## config.mk

```make
export PLATFORM = sky130hd
export DESIGN_NAME = serial_frame_receiver
export DESIGN_NICKNAME = d
export VERILOG_FILES = /design/src/sfr_pkg.sv /design/src/serial_frame_receiver.sv /design/src/sfr_parser.sv /design/src/sfr_out_buf.sv
export SDC_FILE = /design/constraint.sdc
export NUM_CORES = 1
export LEC_CHECK = 0
export ABC_AREA = 1
export BUFFER_PORTS_ARGS = -buffer_cell sky130_fd_sc_hd__buf_2
export CAP_MARGIN = 20
export CORE_MARGIN = 3
export CORE_UTILIZATION = 30
export DETAILED_ROUTE_END_ITERATION = 10
export HOLD_SLACK_MARGIN = 0.1
export MAX_ROUTING_LAYER = met4
export PLACE_DENSITY_LB_ADDON = 0.2
export RECOVER_POWER = 100
export SYNTH_ARGS = -nofsm -noshare
export SYNTH_HDL_FRONTEND = slang
export SYNTH_SLANG_ARGS = --single-unit
```

## constraint.sdc

```tcl
create_clock -name clk_i -period 6.8 [get_ports clk_i]
set_input_delay 0.34 -clock clk_i [delete_from_list [all_inputs] [get_ports clk_i]]
set_output_delay 0.34 -clock clk_i [all_outputs]
set_load 0.05 [all_outputs]
```

## src/sfr_pkg.sv

```systemverilog
// ----------------------------------------------------------------------------
// sfr_pkg
// Shared types and constants of the serial frame receiver.
// ----------------------------------------------------------------------------
package sfr_pkg;

  localparam int unsigned ByteW    = 8;
  localparam int unsigned HdrBytes = 7;
  localparam int unsigned HdrIdxW  = $clog2(HdrBytes);
  localparam int unsigned CfgIdxW  = 8;

  // Configuration register indexes
  localparam logic [CfgIdxW-1:0] CFG_START_SYMBOL = 8'd0;
  localparam logic [CfgIdxW-1:0] CFG_STOP_SYMBOL  = 8'd1;

  localparam logic [ByteW-1:0] START_SYMBOL_RST = 8'd2;
  localparam logic [ByteW-1:0] STOP_SYMBOL_RST  = 8'd3;

  // Place of the declared length inside the header
  localparam int unsigned HdrLenPos = HdrBytes - 1;

  typedef enum logic [1:0] {
    KIND_CONTENT  = 2'd0,
    KIND_ACCEPT   = 2'd1,
    KIND_MISMATCH = 2'd2
  } kind_e;

  // One result item; header byte 0 is the destination prefix
  typedef struct packed {
    logic [HdrBytes-1:0][ByteW-1:0] header;
    logic [ByteW-1:0]               byte_index;
    logic [ByteW-1:0]               data_byte;
    kind_e                          kind;
  } result_t;

endpackage

```

## src/serial_frame_receiver.sv

```systemverilog
// ----------------------------------------------------------------------------
// serial_frame_receiver
// Start/stop delimited frame deframer for a received byte stream.
// ----------------------------------------------------------------------------
// One received byte is taken per transfer on the slave stream, one per clock
// cycle when the output side keeps up. A byte equal to the start symbol opens
// a frame; the next seven bytes are captured raw as the header (destination
// prefix, destination device, source prefix, source device, message type,
// message id, declared length). Every later byte leaves as a content result
// with its index, starting at 1, until the stop symbol closes the frame with
// a status result: accepted when the count equals the declared length,
// mismatch otherwise. The count saturates at 255. A start symbol inside the
// content reopens the frame without a result; bytes outside a frame give no
// result. Each result carries the header of the current frame. Results pass
// through a two-entry buffer; a byte is taken whenever it holds fewer than
// two results. A result enters the buffer as its byte is taken and shows on
// the master stream the cycle after if the buffer was empty. The user must
// write the symbols (config index 0 start, 1 stop, others dropped) only while
// the block is idle; the block does not enforce this. Config is always ready.
// ----------------------------------------------------------------------------
module serial_frame_receiver (
  input  logic                          clk_i,
  input  logic                          rst_ni,
  // slave stream: tdata = rx_byte[7:0]
  input  logic                          s_axis_tvalid,
  output logic                          s_axis_tready,
  input  logic [7:0]                    s_axis_tdata,
  // master stream
  output logic                          m_axis_tvalid,
  input  logic                          m_axis_tready,
  // tdata = data_byte[7:0], byte_index[15:8], dest_prefix[23:16],
  //   dest_device[31:24], src_prefix[39:32], src_device[47:40],
  //   msg_type[55:48], msg_id[63:56], msg_len[71:64]
  output logic [71:0]                   m_axis_tdata,
  // tuser = kind[1:0]
  output logic [1:0]                    m_axis_tuser,
  // configuration write channel
  input  logic                          cfg_valid_i,
  output logic                          cfg_ready_o,
  input  logic [sfr_pkg::CfgIdxW-1:0]   cfg_index_i,
  input  logic [sfr_pkg::ByteW-1:0]     cfg_data_i
);

  logic [sfr_pkg::ByteW-1:0] start_symbol_q, stop_symbol_q;
  logic                      in_xfer;
  logic                      res_valid;
  sfr_pkg::result_t          res, out_res;

  // Configuration registers; the channel never stalls
  assign cfg_ready_o = 1'b1;

  always_ff @(posedge clk_i or negedge rst_ni) begin
    if (!rst_ni) begin
      start_symbol_q <= sfr_pkg::START_SYMBOL_RST;
      stop_symbol_q  <= sfr_pkg::STOP_SYMBOL_RST;
    end else if (cfg_valid_i) begin
      case (cfg_index_i)
        sfr_pkg::CFG_START_SYMBOL: start_symbol_q <= cfg_data_i;
        sfr_pkg::CFG_STOP_SYMBOL:  stop_symbol_q  <= cfg_data_i;
        default: ;  // drop writes beyond the register list
      endcase
    end
  end

  assign in_xfer = s_axis_tvalid && s_axis_tready;

  sfr_parser u_parser (
    .clk_i          (clk_i),
    .rst_ni         (rst_ni),
    .byte_valid_i   (in_xfer),
    .byte_i         (s_axis_tdata),
    .start_symbol_i (start_symbol_q),
    .stop_symbol_i  (stop_symbol_q),
    .res_valid_o    (res_valid),
    .res_o          (res)
  );

  // Hold results here while the master side stalls
  sfr_out_buf u_out_buf (
    .clk_i       (clk_i),
    .rst_ni      (rst_ni),
    .push_i      (res_valid),
    .push_data_i (res),
    .ready_o     (s_axis_tready),
    .valid_o     (m_axis_tvalid),
    .pop_ready_i (m_axis_tready),
    .data_o      (out_res)
  );

  assign m_axis_tdata = {out_res.header, out_res.byte_index, out_res.data_byte};
  assign m_axis_tuser = out_res.kind;

endmodule

```

## src/sfr_parser.sv

```systemverilog
// ----------------------------------------------------------------------------
// sfr_parser
// Frame state, header capture and byte count; forms the result of one byte.
// ----------------------------------------------------------------------------
module sfr_parser (
  input  logic                       clk_i,
  input  logic                       rst_ni,
  input  logic                       byte_valid_i,
  input  logic [sfr_pkg::ByteW-1:0]  byte_i,
  input  logic [sfr_pkg::ByteW-1:0]  start_symbol_i,
  input  logic [sfr_pkg::ByteW-1:0]  stop_symbol_i,
  output logic                       res_valid_o,
  output sfr_pkg::result_t           res_o
);

  typedef enum logic [2:0] {
    ST_IDLE    = 3'b001,
    ST_HEADER  = 3'b010,
    ST_CONTENT = 3'b100
  } phase_e;

  localparam logic [sfr_pkg::HdrIdxW-1:0] HdrLast = sfr_pkg::HdrIdxW'(sfr_pkg::HdrBytes - 1);
  localparam logic [sfr_pkg::ByteW-1:0]   CountMax = '1;

  phase_e                                       phase_q, phase_d;
  logic [sfr_pkg::HdrIdxW-1:0]                  hdr_idx_q, hdr_idx_d;
  logic [sfr_pkg::ByteW-1:0]                    count_q, count_d;
  logic [sfr_pkg::HdrBytes-1:0][sfr_pkg::ByteW-1:0] header_q;
  logic                                         hdr_we;

  always_comb begin
    phase_d          = phase_q;
    hdr_idx_d        = hdr_idx_q;
    count_d          = count_q;
    hdr_we           = 1'b0;
    res_valid_o      = 1'b0;
    res_o.kind       = sfr_pkg::KIND_CONTENT;
    res_o.data_byte  = byte_i;
    res_o.byte_index = count_q;
    res_o.header     = header_q;
    if (byte_valid_i) begin
      case (phase_q)
        ST_IDLE: begin
          if (byte_i == start_symbol_i) begin
            phase_d   = ST_HEADER;
            hdr_idx_d = '0;
            count_d   = 8'd1;
          end
        end
        ST_HEADER: begin
          // take header bytes raw, symbols included
          hdr_we = 1'b1;
          if (hdr_idx_q == HdrLast) begin
            phase_d = ST_CONTENT;
          end else begin
            hdr_idx_d = hdr_idx_q + 1'b1;
          end
        end
        ST_CONTENT: begin
          if (byte_i == stop_symbol_i) begin
            res_valid_o     = 1'b1;
            res_o.data_byte = '0;
            res_o.kind      = (count_q == header_q[sfr_pkg::HdrLenPos]) ?
                              sfr_pkg::KIND_ACCEPT : sfr_pkg::KIND_MISMATCH;
            phase_d         = ST_IDLE;
          end else if (byte_i == start_symbol_i) begin
            // reopen the frame, no result
            phase_d   = ST_HEADER;
            hdr_idx_d = '0;
            count_d   = 8'd1;
          end else begin
            res_valid_o = 1'b1;
            if (count_q != CountMax) begin
              count_d = count_q + 1'b1;
            end
          end
        end
        default: begin
          phase_d = ST_IDLE;
        end
      endcase
    end
  end

  always_ff @(posedge clk_i or negedge rst_ni) begin
    if (!rst_ni) begin
      phase_q   <= ST_IDLE;
      hdr_idx_q <= '0;
      count_q   <= '0;
    end else begin
      phase_q   <= phase_d;
      hdr_idx_q <= hdr_idx_d;
      count_q   <= count_d;
    end
  end

  always_ff @(posedge clk_i) begin
    if (hdr_we) begin
      header_q[hdr_idx_q] <= byte_i;
    end
  end

endmodule

```

## src/sfr_out_buf.sv

```systemverilog
// ----------------------------------------------------------------------------
// sfr_out_buf
// Two-entry result buffer; decouples the input side from output stalls.
// ----------------------------------------------------------------------------
module sfr_out_buf (
  input  logic             clk_i,
  input  logic             rst_ni,
  input  logic             push_i,
  input  sfr_pkg::result_t push_data_i,
  output logic             ready_o,
  output logic             valid_o,
  input  logic             pop_ready_i,
  output sfr_pkg::result_t data_o
);

  sfr_pkg::result_t entry_q [2];
  logic             wr_ptr_q, rd_ptr_q;
  logic [1:0]       fill_q;
  logic             push, pop;

  assign ready_o = (fill_q != 2'd2);
  assign valid_o = (fill_q != 2'd0);
  assign data_o  = entry_q[rd_ptr_q];
  assign push    = push_i && ready_o;
  assign pop     = valid_o && pop_ready_i;

  always_ff @(posedge clk_i or negedge rst_ni) begin
    if (!rst_ni) begin
      wr_ptr_q <= 1'b0;
      rd_ptr_q <= 1'b0;
      fill_q   <= '0;
    end else begin
      if (push) begin
        wr_ptr_q <= ~wr_ptr_q;
      end
      if (pop) begin
        rd_ptr_q <= ~rd_ptr_q;
      end
      case ({push, pop})
        2'b10:   fill_q <= fill_q + 1'b1;
        2'b01:   fill_q <= fill_q - 1'b1;
        default: fill_q <= fill_q;
      endcase
    end
  end

  always_ff @(posedge clk_i) begin
    if (push) begin
      entry_q[wr_ptr_q] <= push_data_i;
    end
  end

endmodule

```

Yosys cells after proc, flatten, opt, wreduce, memory -nomap -nowiden:

Memory sizes are Yosys's and may differ from the RTL's.
Index checks and enable logic that the tools add are counted.
Widths: inputs -> output; s select.

* register bits after elaboration: 90
* bits in writable memories: 148
* bits of input ports: 29
* logic and storage cells: 84
* memories kept: 1

* $add $sub $neg: 4
* $lt $le $gt $ge: 2
* eq/ne operators: 17
* multiplexer cells: 29
* bitwise logic cells: 2
* reduce and logical (&&, ||, !) cells: 14

Memories
* u_out_buf.entry_q: words 2, bits a word 74, rd ports 1, clocked after Yosys merged registers in 0, write ports 1, line sfr_out_buf.sv:16 `sfr_pkg::result_t entry_q [2];`

Operators with widths (count)
* $bwmux 56: 1
* $mux 8: 5
* $mux 10: 3
* $demux 8 s3: 1
* $eq 8x8->1: 3
* $mux 3: 6
* $pmux 3 s3: 2
* $pmux 8 s2: 1
* $add 8x1->8 const B: 1
* $eq 8x1->1 const B: 1
* $logic_not 8->1: 1
* $mux 1: 8
* $ne 8x8->1 const B: 1
* $eq 3x3->1 const B: 2
* $ne 2x2->1 const B: 3
* $reduce_and 2->1: 3
* $reduce_bool 2->1: 3
* $reduce_and 5->1: 1
* $logic_and 1x1->1: 4
* $lt 3x4->1 const B: 1
* $ne 2x1->1 const B: 2
* $pmux 2 s2: 1
* $reduce_and 4->1: 1
* $add 3x1->3 const B: 1
* other kinds (11): 12

Longest topological paths before layout:

Gate-level depths: netlist (run 1).

* word-level depth: 8
* mapped depth: 13
* gate-level depth less buffers: 13

Modules after synthesis:

A second synthesis (run 1) with hierarchy kept.

* cells, all modules: 819
* area total of the unflattened synthesis: 9559.2 sq um

By module, submodules not included
* sfr_out_buf: times used 1, cells an instance 416, area each 5586.6 sq um, seq. area each 4544.4 sq um
* sfr_parser: times used 1, cells an instance 311, area each 3183.1 sq um, seq. area each 2033.2 sq um
* serial_frame_receiver: times used 1, cells an instance 92, area each 789.5 sq um, seq. area each 404.1 sq um

Worst setup path before layout (run 1):

No wires, ideal clock.

* path type: reg-to-reg
* start: register u_out_buf.fill_q[0]
* end: memory u_out_buf.entry_q[1][0] in the netlist's numbering (enable)
* setup time: 507 ps
* data arrival time: 4471 ps
* data required time: 6293 ps
* setup slack: 1821 ps
* stages on the path, launching flop included: 9
* clock period less this slack: 4979 ps
* cells stage by stage: dfrtp_1 -> inv_1 -> nand2_1 -> nand2_1 -> inv_2 -> nand4_1 -> nand2_1 -> inv_1 -> nor2_1

* longest elaborated chain between the ends: 6

RTL lines
* start, declared: line sfr_out_buf.sv:18 `logic [1:0] fill_q;`
* start signal, assigned: line sfr_out_buf.sv:40 `2'b10: fill_q <= fill_q + 1'b1;`
* start signal, assigned: line sfr_out_buf.sv:41 `2'b01: fill_q <= fill_q - 1'b1;`
* start signal, assigned: line sfr_out_buf.sv:42 `default: fill_q <= fill_q;`
* $ne 2x2->1 (*): line sfr_out_buf.sv:21 `assign ready_o = (fill_q != 2'd2);`
* net s_axis_tready: line serial_frame_receiver.sv:26 `output logic s_axis_tready,`
* $logic_and 1x1->1: line serial_frame_receiver.sv:65 `assign in_xfer = s_axis_tvalid && s_axis_tready;`
* $mux 1: line sfr_parser.sv:41 `if (byte_valid_i) begin`
* $logic_and 1x1->1 (*): line sfr_out_buf.sv:24 `assign push = push_i && ready_o;`
* $mux 1 (*): line sfr_out_buf.sv:48 `if (push) begin`
* $mux 1 (not written as such) (*): line sfr_out_buf.sv:49 `entry_q[wr_ptr_q] <= push_data_i;`
* end, declared: line sfr_out_buf.sv:16

The timed path passes the listed nets; every way through them passes the cells marked *.

Worst setup path after layout (run 1):

* start: register stop_symbol_q[1] in the netlist's numbering
* end: memory u_out_buf.entry_q[0][53] in the netlist's numbering (enable)

* longest elaborated chain between the ends: 7

RTL lines
* start, declared: line serial_frame_receiver.sv:44 `logic [sfr_pkg::ByteW-1:0] start_symbol_q, stop_symbol_q;`
* start signal, assigned: line serial_frame_receiver.sv:55 `stop_symbol_q <= sfr_pkg::STOP_SYMBOL_RST;`
* start signal, assigned: line serial_frame_receiver.sv:59 `sfr_pkg::CFG_STOP_SYMBOL: stop_symbol_q <= cfg_data_i;`
* $eq 8x8->1: line sfr_parser.sv:60 `if (byte_i == stop_symbol_i) begin`
* $mux 1: line sfr_parser.sv:60
* $mux 1: line sfr_parser.sv:42 `case (phase_q)`
* $mux 1: line sfr_parser.sv:41
* $logic_and 1x1->1: line sfr_out_buf.sv:24
* $mux 1: line sfr_out_buf.sv:48
* $mux 1 (not written as such): line sfr_out_buf.sv:49

Every way passes these cells.

==> qor.txt, run 1 <==
SYNTHESIS
---------------------------------------------------------------------------------
Fraction of the yosys area taken by sequential cells                        74.5%
Flop and latch count out of synthesis                                         238
Net Count, Synth                                                              819
Synth unique cells                                                             36
Synthesized area per cell                                                11.9 µm²
Synthesized area                                                         9380 µm²
Post-Syn Instances                                                            786
Total of warnings raised by yosys                                               0

DRT
---------------------------------------------------------------------------------
Aggregate routed wire length                                            20,800 µm
Vias after detailed routing                                                 5,573
DRC marker count from the first detailed-route iteration                      394
DRC errors left                                                                 0
TritonRoute pass-1 iters                                                        4
Vias per std cell                                                            4.20
Post-DR wirelength/cell                                                   15.7 µm
Post-detailed-route count of antenna-violating nets                             0

WORST SETUP PATH
---------------------------------------------------------------------------------
Worst path depth                                                               10
End point of the critical path                                       u_out_buf.entry_q[0][53]$_DFFE_PP_
Reg2reg end                                                          u_out_buf.entry_q[0][53]$_DFFE_PP_
R2r startpoint                                                       stop_symbol_q[1]$_DFFE_PN1P_
Crit path arrival time                                                    4.96 ns
Most Frequent Cell on Critical Path                                  sky130_fd_sc_hd__nand2_1
Biggest fanout along the worst timing path                                     31
Depth of the worst register-to-register path                                   10
Endpoint required time on the critical path                               6.99 ns
Kind of cell adding the most delay to the critical path              buffers and inverters
Category of the most critical setup path                             flip-flop to flip-flop
Critical-path cell with the highest stage delay                      sky130_fd_sc_hd__clkbuf_1
Crit. Startpoint                                                     stop_symbol_q[1]$_DFFE_PN1P_
Critical path, cell by cell                                          nand2_1 -> nand2_1 -> nand2_1 -> nor2_1 -> nand4_1 -> nand2_1 -> nand2_1 -> inv_1 -> clkbuf_1 -> buf_4
Critical path buffer and inverter count                                         3
Reg2Reg Setup Slack                                                       2.03 ns
Slowest Stage Delay on Critical Path                                      1.44 ns
Nature of the critical path endpoint                                    flip-flop
Critical path startpoint category                                       flip-flop

TIMING
---------------------------------------------------------------------------------
Total Negative Setup Slacks                                                  0 ns
Final-layout worst hold slack                                            0.181 ns
Final setup violation count                                                     0
FMAX                                                                    0.210 GHz
Max transition margin                                                      -41.5%
Setup repair after global routing missed its margin                         false
Final worst path period share                                               70.2%
Post-Route Skew                                                         0.0262 ns
Slew Limit Fails                                                              142
Fin crit period                                                           4.77 ns
Least-Margin Pin Slew                                                     2.12 ns
Fin. Hold Viols                                                                 0

MIN PATH
---------------------------------------------------------------------------------
Type of the tightest min-delay check                                 input pin to flip-flop
Min-Delay Startpoint                                                 m_axis_tready

GLOBAL ROUTE
---------------------------------------------------------------------------------
Global-route wire length before repair                                  31,900 µm
Total gr overflow                                                               0
Vias in the first global route                                              5,518
Largest net degree at the start of global routing                              76
Antenna violations before repair                                                1
Total routing usage reported by global routing                              12.6%

PLACEMENT
---------------------------------------------------------------------------------
Routability congestion estimate from global placement                       0.790
Number of placed instances with taps included                               1,269
Number of input and output port buffers inserted                              104
Area after detailed placement                                          10,300 µm²
DPL Wire Length                                                         13,100 µm

FINISH
---------------------------------------------------------------------------------
Post-route standard cell area excluding fillers                        11,100 µm²
Ant diodes                                                                      0
Area growth, synth to finish                                                18.4%
Final non-filler cell total                                                 1,328
Fraction of layout instances using a drive strength above 1                 9.01%
Filler cell count                                                           3,042
Most common cell after layout, fill and taps aside                   sky130_fd_sc_hd__nand2_1
Commonest cells after routing, fill and taps aside                   sky130_fd_sc_hd__nand2_1, sky130_fd_sc_hd__edfxtp_1, sky130_fd_sc_hd__clkbuf_1
Final layout net count                                                        945

FLOORPLAN
---------------------------------------------------------------------------------
Effective utilization at floorplan                                          30.6%
I/O pins                                                                      106
FP Rows                                                                        64
Die X-Extent                                                               183 µm
DIE AREA                                                               33,400 µm²
Core Box Area                                                          30,700 µm²
Floorplan die height                                                       183 µm

FLOW RUN
---------------------------------------------------------------------------------
Max-cap check violation count                                                   3

CLOCK TREE
---------------------------------------------------------------------------------
TritonCTS clock tree                                                         done
Clk sinks                                                                     238
H-tree depth                                                                    1
Clock tree root buffer cell                                          sky130_fd_sc_hd__clkbuf_16
Clock transition at path regs                                             0.06 ns
Buffers from clock root to sink, at most                                        3
Cells resized by post-CTS repair                                                0
CTS Buf Count                                                                  26
Clock latency of the later-clocked register in the worst-skew pair        0.53 ns

RUN STATUS
---------------------------------------------------------------------------------
Run status                                                           complete, but fails checks
Violated checks                                                      max-capacitance violations, max-slew violations

POWER AND IR DROP
---------------------------------------------------------------------------------
Worst ir drop on vdd                                                   0.000171 V
Static Leak                                                               4.29 nW
Total power density per cell area                                      397 nW/µm²
Post-route total power                                                    4.41 mW

[power by group]
part	leakage [nW]	switching (mW)	internal [mW]
sequential	2.25	0.0371	1.62
clock	0.401	0.551	0.772
combinational	1.64	1.19	0.241
total	4.29	1.78	2.63
[synth_stat cells]
master,count,area share [%]
sky130_fd_sc_hd__buf_2,2,0.11
sky130_fd_sc_hd__nor2_8,1,0.21
sky130_fd_sc_hd__o21ai_0,17,0.91
sky130_fd_sc_hd__dfstp_2,4,1.1
sky130_fd_sc_hd__buf_1,6,0.24
sky130_fd_sc_hd__xor2_1,3,0.28
sky130_fd_sc_hd__xnor2_1,12,1.1
sky130_fd_sc_hd__nand3b_1,1,0.080
sky130_fd_sc_hd__or2_2,6,0.40
sky130_fd_sc_hd__inv_1,55,2.2
sky130_fd_sc_hd__o21ai_1,11,0.59
sky130_fd_sc_hd__nor3b_1,1,0.080
sky130_fd_sc_hd__nor3_2,1,0.11
sky130_fd_sc_hd__nand3_2,4,0.43
sky130_fd_sc_hd__nor4_2,1,0.13
sky130_fd_sc_hd__nor3_1,3,0.16
sky130_fd_sc_hd__nand2_1,342,14
sky130_fd_sc_hd__nand2_4,2,0.24
sky130_fd_sc_hd__buf_4,2,0.16
sky130_fd_sc_hd__edfxtp_1,204,65
sky130_fd_sc_hd__dfrtp_1,30,8.0
sky130_fd_sc_hd__nand4_1,3,0.20
sky130_fd_sc_hd__a21oi_1,3,0.16
sky130_fd_sc_hd__nor3_4,1,0.17
sky130_fd_sc_hd__o211ai_1,1,0.080
sky130_fd_sc_hd__nand3b_2,1,0.12
sky130_fd_sc_hd__conb_1,1,0.040
sky130_fd_sc_hd__ha_1,4,0.53
sky130_fd_sc_hd__o21bai_1,4,0.32
sky130_fd_sc_hd__clkbuf_1,10,0.40
sky130_fd_sc_hd__inv_2,4,0.16
sky130_fd_sc_hd__nand3_1,15,0.80
sky130_fd_sc_hd__nor2_1,28,1.1
sky130_fd_sc_hd__nand2_2,1,0.067
sky130_fd_sc_hd__o21ai_2,1,0.093
sky130_fd_sc_hd__buf_6,1,0.12
[sequential cells by signal, summed over array words and instances (netlist names)]
name	count
u_out_buf.fill_q	2
u_parser.hdr_idx_q	3
u_parser.count_q	8
stop_symbol_q	8
u_parser.res_o	56
u_out_buf.wr_ptr_q	1
u_parser.phase_q	3
start_symbol_q	8
u_out_buf.rd_ptr_q	1
u_out_buf.entry_q	148
[area by class of cell]
class	instances	area (µm²)	share of cell area [%]
flip-flops and latches	238	6980	62.9
multi-input cells	468	2040	18.4
clock buffers	33	707	6.37
repair buffers	119	542	4.88
well taps	396	495	4.46
inverters	59	223	2.01
clock inverters	15	110	0.992
[routing by layer]
metal | up-vias | global-route usage (%) | share of wire [%]
met2 | 123 | 19.6 | 45
li1 | 2847 | - | -
met3 | 28 | 2.18 | 5.3
met5 | - | - | 0
met4 | 0 | 3.51 | 1.6
met1 | 2575 | 17.2 | 48
[through the flow]
step	utilization (%)	setup WS, ns
6_report	36.2	2.03
5_1_grt	36.2	1.53
4_1_cts	36.7	2.95
3_5_place_dp	33.7	3.03
3_3_place_gp	33.7	3.11
2_1_floorplan	-	1.82
[cell families (layout without fill, tap and decap cells)]
family | Yosys count | count (layout) | share of synthesized area [%]
and+or+nand+nor | 411 | 411 | 18.0
AOI/OAI and AO/OA | 37 | 37 | 2.15
adders and majority gates | 4 | 4 | 0.534
xor gates and xnor gates | 15 | 15 | 1.40
buffers and inverters | 80 | 226 | 3.39
other | 1 | 1 | 0.0400
DFF | 238 | 238 | 74.5
[worst min-delay path: cells and delay by family]
family	cells	cell delay, ns
simple gates	1	0.14
buf+inv	1	0.09
xor+xnor	1	0.09
[timing repair]
item	CTS	global route
setup endpoints to repair	0	0
hold endpoints to repair	45	0
hold buffers	9	0
buffers inserted	0	0
[how the worst min path moves through the flow]
stage,slack [ns],depth (start not counted),end
floorplan,0.04,0,start_symbol_q[0]$_DFFE_PN0P_
global placement,0.43,0,u_out_buf.entry_q[1][35]$_DFFE_PP_
detailed placement,0.43,0,u_out_buf.entry_q[1][48]$_DFFE_PP_
CTS,0.15,3,u_out_buf.rd_ptr_q$_DFFE_PN0P_
global route,0.18,3,u_out_buf.rd_ptr_q$_DFFE_PN0P_
finish,0.18,3,u_out_buf.rd_ptr_q$_DFFE_PN0P_
(Power assumes the default switching activity.)
==> inputs of run 2 (changes only) <==
--- a/config.mk
+++ b/config.mk
@@ -5,7 +5,7 @@
 export SDC_FILE = /design/constraint.sdc
 export NUM_CORES = 1
 export LEC_CHECK = 0
-export ABC_AREA = 1
+export ABC_AREA = 0
 export BUFFER_PORTS_ARGS = -buffer_cell sky130_fd_sc_hd__buf_2
 export CAP_MARGIN = 20
 export CORE_MARGIN = 3
==> constraint.sdc (replaced) <==
create_clock -name clk_i -period 4.35 [get_ports clk_i]
set_input_delay 0.2175 -clock clk_i [delete_from_list [all_inputs] [get_ports clk_i]]
set_output_delay 0.2175 -clock clk_i [all_outputs]
set_load 0.05 [all_outputs]
==> run 2 against run 1 <==
The run still ends with max-capacitance violations, max-slew violations left; global-route usage shrank 0.69 points; sequential cell count is the same; combinational power is 5% lower; final cell count down 22%; worst setup slack lost 1.1 ns; first-iteration DRC count shrank 40%; die area fell by 2.3%; routed wire length down 7.8%; power grew 38%; non-clock buffer count rose by 6; critical path type is now input pin to flip-flop; highest routed layer unchanged.
==> qor.txt, run 2 <==
SYNTHESIS
---------------------------------------------------------------------------------
Flop and latch count out of synthesis                                         238   unchanged
Multiplexer fraction of the synthesized cell area                           11.5%   +12 points
Number of enable-type register cells in the synthesized netlist               204   unchanged
Fraction of the mapped netlist area in compound gates                       2.45%   +0.30 points
Simple logic cell fraction of the synthesized area                          5.30%   -13 points
Most used flip-flop cell after synthesis                             sky130_fd_sc_hd__edfxtp_1
Area share of the leading cell type in the synthesized netlist              66.9%   +1.6 points
Synthesized area                                                         9150 µm²   -2.4%
Commonest cells in the netlist                                       sky130_fd_sc_hd__edfxtp_1, sky130_fd_sc_hd__mux2_2, sky130_fd_sc_hd__dfrtp_1
Area share of fa/ha/maj cells after synthesis                              0.547%   +0.013 points
Synth unique cells                                                             54   +50%
Synthesized area per cell                                                18.8 µm²   +57%
Net Count, Synth                                                              521   -36%
Yosys top cell by area                                               sky130_fd_sc_hd__edfxtp_1
Most common cell in the synthesized netlist                          sky130_fd_sc_hd__edfxtp_1
Leading cell types by total area after synthesis                     sky130_fd_sc_hd__edfxtp_1, sky130_fd_sc_hd__mux2_2, sky130_fd_sc_hd__dfrtp_1
Combinational family with the most area after synthesis              multiplexers
Total of warnings raised by yosys                                               0   unchanged
Async set-or-reset flop fraction in the synthesized netlist                 14.3%   unchanged
Xor-xnor portion of the synthesized cell area                               2.87%   +1.5 points
Post-Syn Instances                                                            488   -38%
Fraction of the yosys area taken by sequential cells                        76.3%   +1.8 points

TIMING
---------------------------------------------------------------------------------
Fin. Hold Viols                                                                 0   unchanged
Total Negative Setup Slacks                                                  0 ns   unchanged
Max transition margin                                                      -29.0%   +13 points
Final-layout worst hold slack                                            0.267 ns   +0.0865 ns
Final worst path period share                                               78.3%
Post-Route Skew                                                        0.00961 ns   -0.0166 ns
Slew Limit Fails                                                               44   -69%
FMAX                                                                    0.294 GHz
Fin crit period                                                           3.41 ns
Setup repair after global routing missed its margin                         false
Final setup violation count                                                     0   unchanged
Least-Margin Pin Slew                                                     1.93 ns   -0.188 ns

WORST SETUP PATH
---------------------------------------------------------------------------------
Biggest fanout along the worst timing path                                     23   -26%
Crit path arrival time                                                    3.59 ns   -1.37 ns
Depth of the worst register-to-register path                                    6   -4
Critical path buffer and inverter count                                         3   unchanged
Worst path depth                                                                8   -2
Critical path, cell by cell                                          dlygate4sd3_1 -> clkbuf_1 -> xor2_1 -> nor4_2 -> nand3_1 -> o21a_1 -> and2b_4 -> buf_4
Critical-path cell with the highest stage delay                      sky130_fd_sc_hd__and2b_4
Reg2Reg Setup Slack                                                       1.30 ns   -0.73 ns
Kind of cell adding the most delay to the critical path              simple AND/OR/NAND/NOR gates
Endpoint required time on the critical path                               4.54 ns   -2.45 ns
Nature of the critical path endpoint                                    flip-flop
Slowest Stage Delay on Critical Path                                      0.57 ns   -0.87 ns
Reg2reg end                                                          u_out_buf.entry_q[1][17]$_DFFE_PP_
Critical path startpoint category                                       input pin
R2r startpoint                                                       stop_symbol_q[7]$_DFFE_PN0P_
Category of the most critical setup path                             input pin to flip-flop

DRT
---------------------------------------------------------------------------------
DRC marker count from the first detailed-route iteration                      238   -40%
Post-detailed-route count of antenna-violating nets                             0   unchanged
Aggregate routed wire length                                            19,200 µm   -7.8%
TritonRoute pass-1 iters                                                        4   unchanged
Vias per std cell                                                            4.50   +7.2%
Post-DR wirelength/cell                                                   18.6 µm   +19%
Vias after detailed routing                                                 4,643   -17%
DRC errors left                                                                 0   unchanged

CLOCK TREE
---------------------------------------------------------------------------------
Cells resized by post-CTS repair                                                0   unchanged
Clock transition at path regs                                             0.06 ns   about the same
CTS Buf Count                                                                  25   -3.8%
TritonCTS clock tree                                                         done
Buffer count from post-CTS setup fixing                                         0   unchanged
Clock tree root buffer cell                                          sky130_fd_sc_hd__clkbuf_16
H-tree depth                                                                    1   unchanged
Buffers from clock root to sink, at most                                        3   unchanged
Clk sinks                                                                     238   unchanged
Clock latency of the later-clocked register in the worst-skew pair        0.51 ns   -0.02 ns

FLOORPLAN
---------------------------------------------------------------------------------
FP Rows                                                                        63   -1.6%
DIE AREA                                                               32,600 µm²   -2.3%
Effective utilization at floorplan                                          30.6%   +0.067 points
Core Box Area                                                          29,900 µm²   -2.6%
I/O pins                                                                      106   unchanged
Floorplan die height                                                       181 µm   -1.2%
Die X-Extent                                                               181 µm   -1.2%

GLOBAL ROUTE
---------------------------------------------------------------------------------
Fraction of met3 tracks used by global routing                              2.24%   +0.059 points
Global-route wire length before repair                                  29,600 µm   -7.3%
Largest net degree at the start of global routing                              76   unchanged
M2 GR Usage                                                                 19.5%   -0.095 points
Total gr overflow                                                               0   unchanged
Met1 GRT Util                                                               15.5%   -1.7 points
Total routing usage reported by global routing                              11.9%   -0.69 points
Antenna violations before repair                                                0   -1
Vias in the first global route                                              4,945   -10%
Layer with the highest usage after global routing                            met2

RUN STATUS
---------------------------------------------------------------------------------
Run status                                                           complete, but fails checks
Violated checks                                                      max-capacitance violations, max-slew violations

FINISH
---------------------------------------------------------------------------------
Filler cell count                                                           2,851   -6.3%
Commonest cells after routing, fill and taps aside                   sky130_fd_sc_hd__edfxtp_1, sky130_fd_sc_hd__clkbuf_1, sky130_fd_sc_hd__mux2_2
Fraction of layout instances using a drive strength above 1                 26.2%   +17 points
Area growth, synth to finish                                                20.0%
Ant diodes                                                                      0   unchanged
Final layout net count                                                        659   -30%
Most common cell after layout, fill and taps aside                   sky130_fd_sc_hd__edfxtp_1
Register name with the most flops                                    u_out_buf.entry_q
Number of flip-flops under the largest register name                          148   unchanged

FLOW RUN
---------------------------------------------------------------------------------
Max-cap check violation count                                                   2   -1

MIN PATH
---------------------------------------------------------------------------------
Number of stages on the worst hold path                                         3   unchanged
Min-Delay Startpoint                                                 cfg_index_i[0]
Type of the tightest min-delay check                                 input pin to flip-flop
Min-Delay Endpoint                                                   start_symbol_q[2]$_DFFE_PN0P_

POWER AND IR DROP
---------------------------------------------------------------------------------
Static Leak                                                               3.76 nW   -12%
Total power density per cell area                                      555 nW/µm²   +40%
Worst ir drop on vdd                                                   0.000218 V   +27%

PLACEMENT
---------------------------------------------------------------------------------
DPL Wire Length                                                         12,500 µm   -4.8%
Routability congestion estimate from global placement                       0.796   +0.72%
Number of input and output port buffers inserted                              104   unchanged

[run 2: cell types whose count changed after synthesis, moves of 9 or more]
cell,before,now
sky130_fd_sc_hd__and2_1,0,9
sky130_fd_sc_hd__mux2_2,0,91
sky130_fd_sc_hd__nor2_1,28,6
sky130_fd_sc_hd__xor2_1,3,19
sky130_fd_sc_hd__nand3_1,15,5
sky130_fd_sc_hd__o21ai_0,17,5
sky130_fd_sc_hd__inv_1,55,5
sky130_fd_sc_hd__nand2_1,342,7
sky130_fd_sc_hd__o21ai_1,11,1
[run 2: kinds of logic (layout without fill, tap and decap cells)]
logic type | Yosys count | after routing
AND/OR/NAND/NOR | 73 | 73
flip-flops | 238 | 238
other | 1 | 1
adder cells (fa/ha/maj) | 4 | 4
XOR/XNOR | 30 | 30
AO/OA/AOI/OAI | 29 | 29
multiplexers | 94 | 94
buffers and inverters | 19 | 173
[run 2: final cells by class]
type	instances	area, µm²	area share [%]
Sequential cell	238	6990	63.6
Multi-Input combinational cell	231	2050	18.7
Timing Repair Buffer	125	644	5.86
Clock buffer	29	641	5.83
Tap cell	390	488	4.44
Clock inverter	14	156	1.42
Inverter	5	18.8	0.171
[run 2: timing repair]
item                       CTS  global route
setup endpoints to repair    0             0
hold buffers                14             0
hold endpoints to repair    70             0
[run 2: worst max-delay path by stage]
| stage | slack, ns | to | startpoint |
|---|---|---|---|
| global placement | 1.35 | u_out_buf.entry_q[1][17]$_DFFE_PP_ | s_axis_tdata[6] |
| finish | 0.94 | u_out_buf.entry_q[1][17]$_DFFE_PP_ | s_axis_tdata[7] |
| floorplan | 0.75 | u_out_buf.entry_q[0][0]$_DFFE_PP_ | u_parser.phase_q[0]$_DFFE_PN1P_ |
| detailed placement | 1.22 | u_out_buf.entry_q[1][15]$_DFFE_PP_ | s_axis_tdata[6] |
| global route | 0.69 | u_out_buf.entry_q[1][15]$_DFFE_PP_ | s_axis_tdata[7] |
| CTS | 1.20 | u_out_buf.entry_q[1][17]$_DFFE_PP_ | s_axis_tdata[7] |
[run 2: per-stage QoR]
stage	setup WS (ns)	area [µm²]	util, %	cells	power [mW]
6_report	0.945	11000	36.8	1032	6.09
5_1_grt	0.690	11000	36.8	1032	6.34
4_1_cts	1.20	11100	37.2	1031	6.26
3_5_place_dp	1.22	10200	34.1	974	4.15
3_3_place_gp	1.35	10200	34.1	974	4.15
2_1_floorplan	0.746	9160	-	488	3.81
[run 2: per-layer routing]
layer	part of all wire, %	routed length [µm]
met5	0	0
met4	1.6	316
met3	5.2	994
met2	49	9330
met1	45	8580
[run 2: worst min-delay path: stages]
cell	delay, ns
sky130_fd_sc_hd__buf_2	0.09
sky130_fd_sc_hd__nor2_1	0.16
sky130_fd_sc_hd__mux2_1	0.26
[run 2: power by group]
| group | switching (mW) | total, mW | leakage [nW] | internal (mW) |
|---|---|---|---|---|
| Clock | 0.841 | 2.07 | 0.389 | 1.23 |
| Sequential | 0.171 | 2.66 | 2.27 | 2.49 |
| Combinational | 0.963 | 1.36 | 1.10 | 0.394 |
| Total | 1.97 | 6.09 | 3.76 | 4.12 |
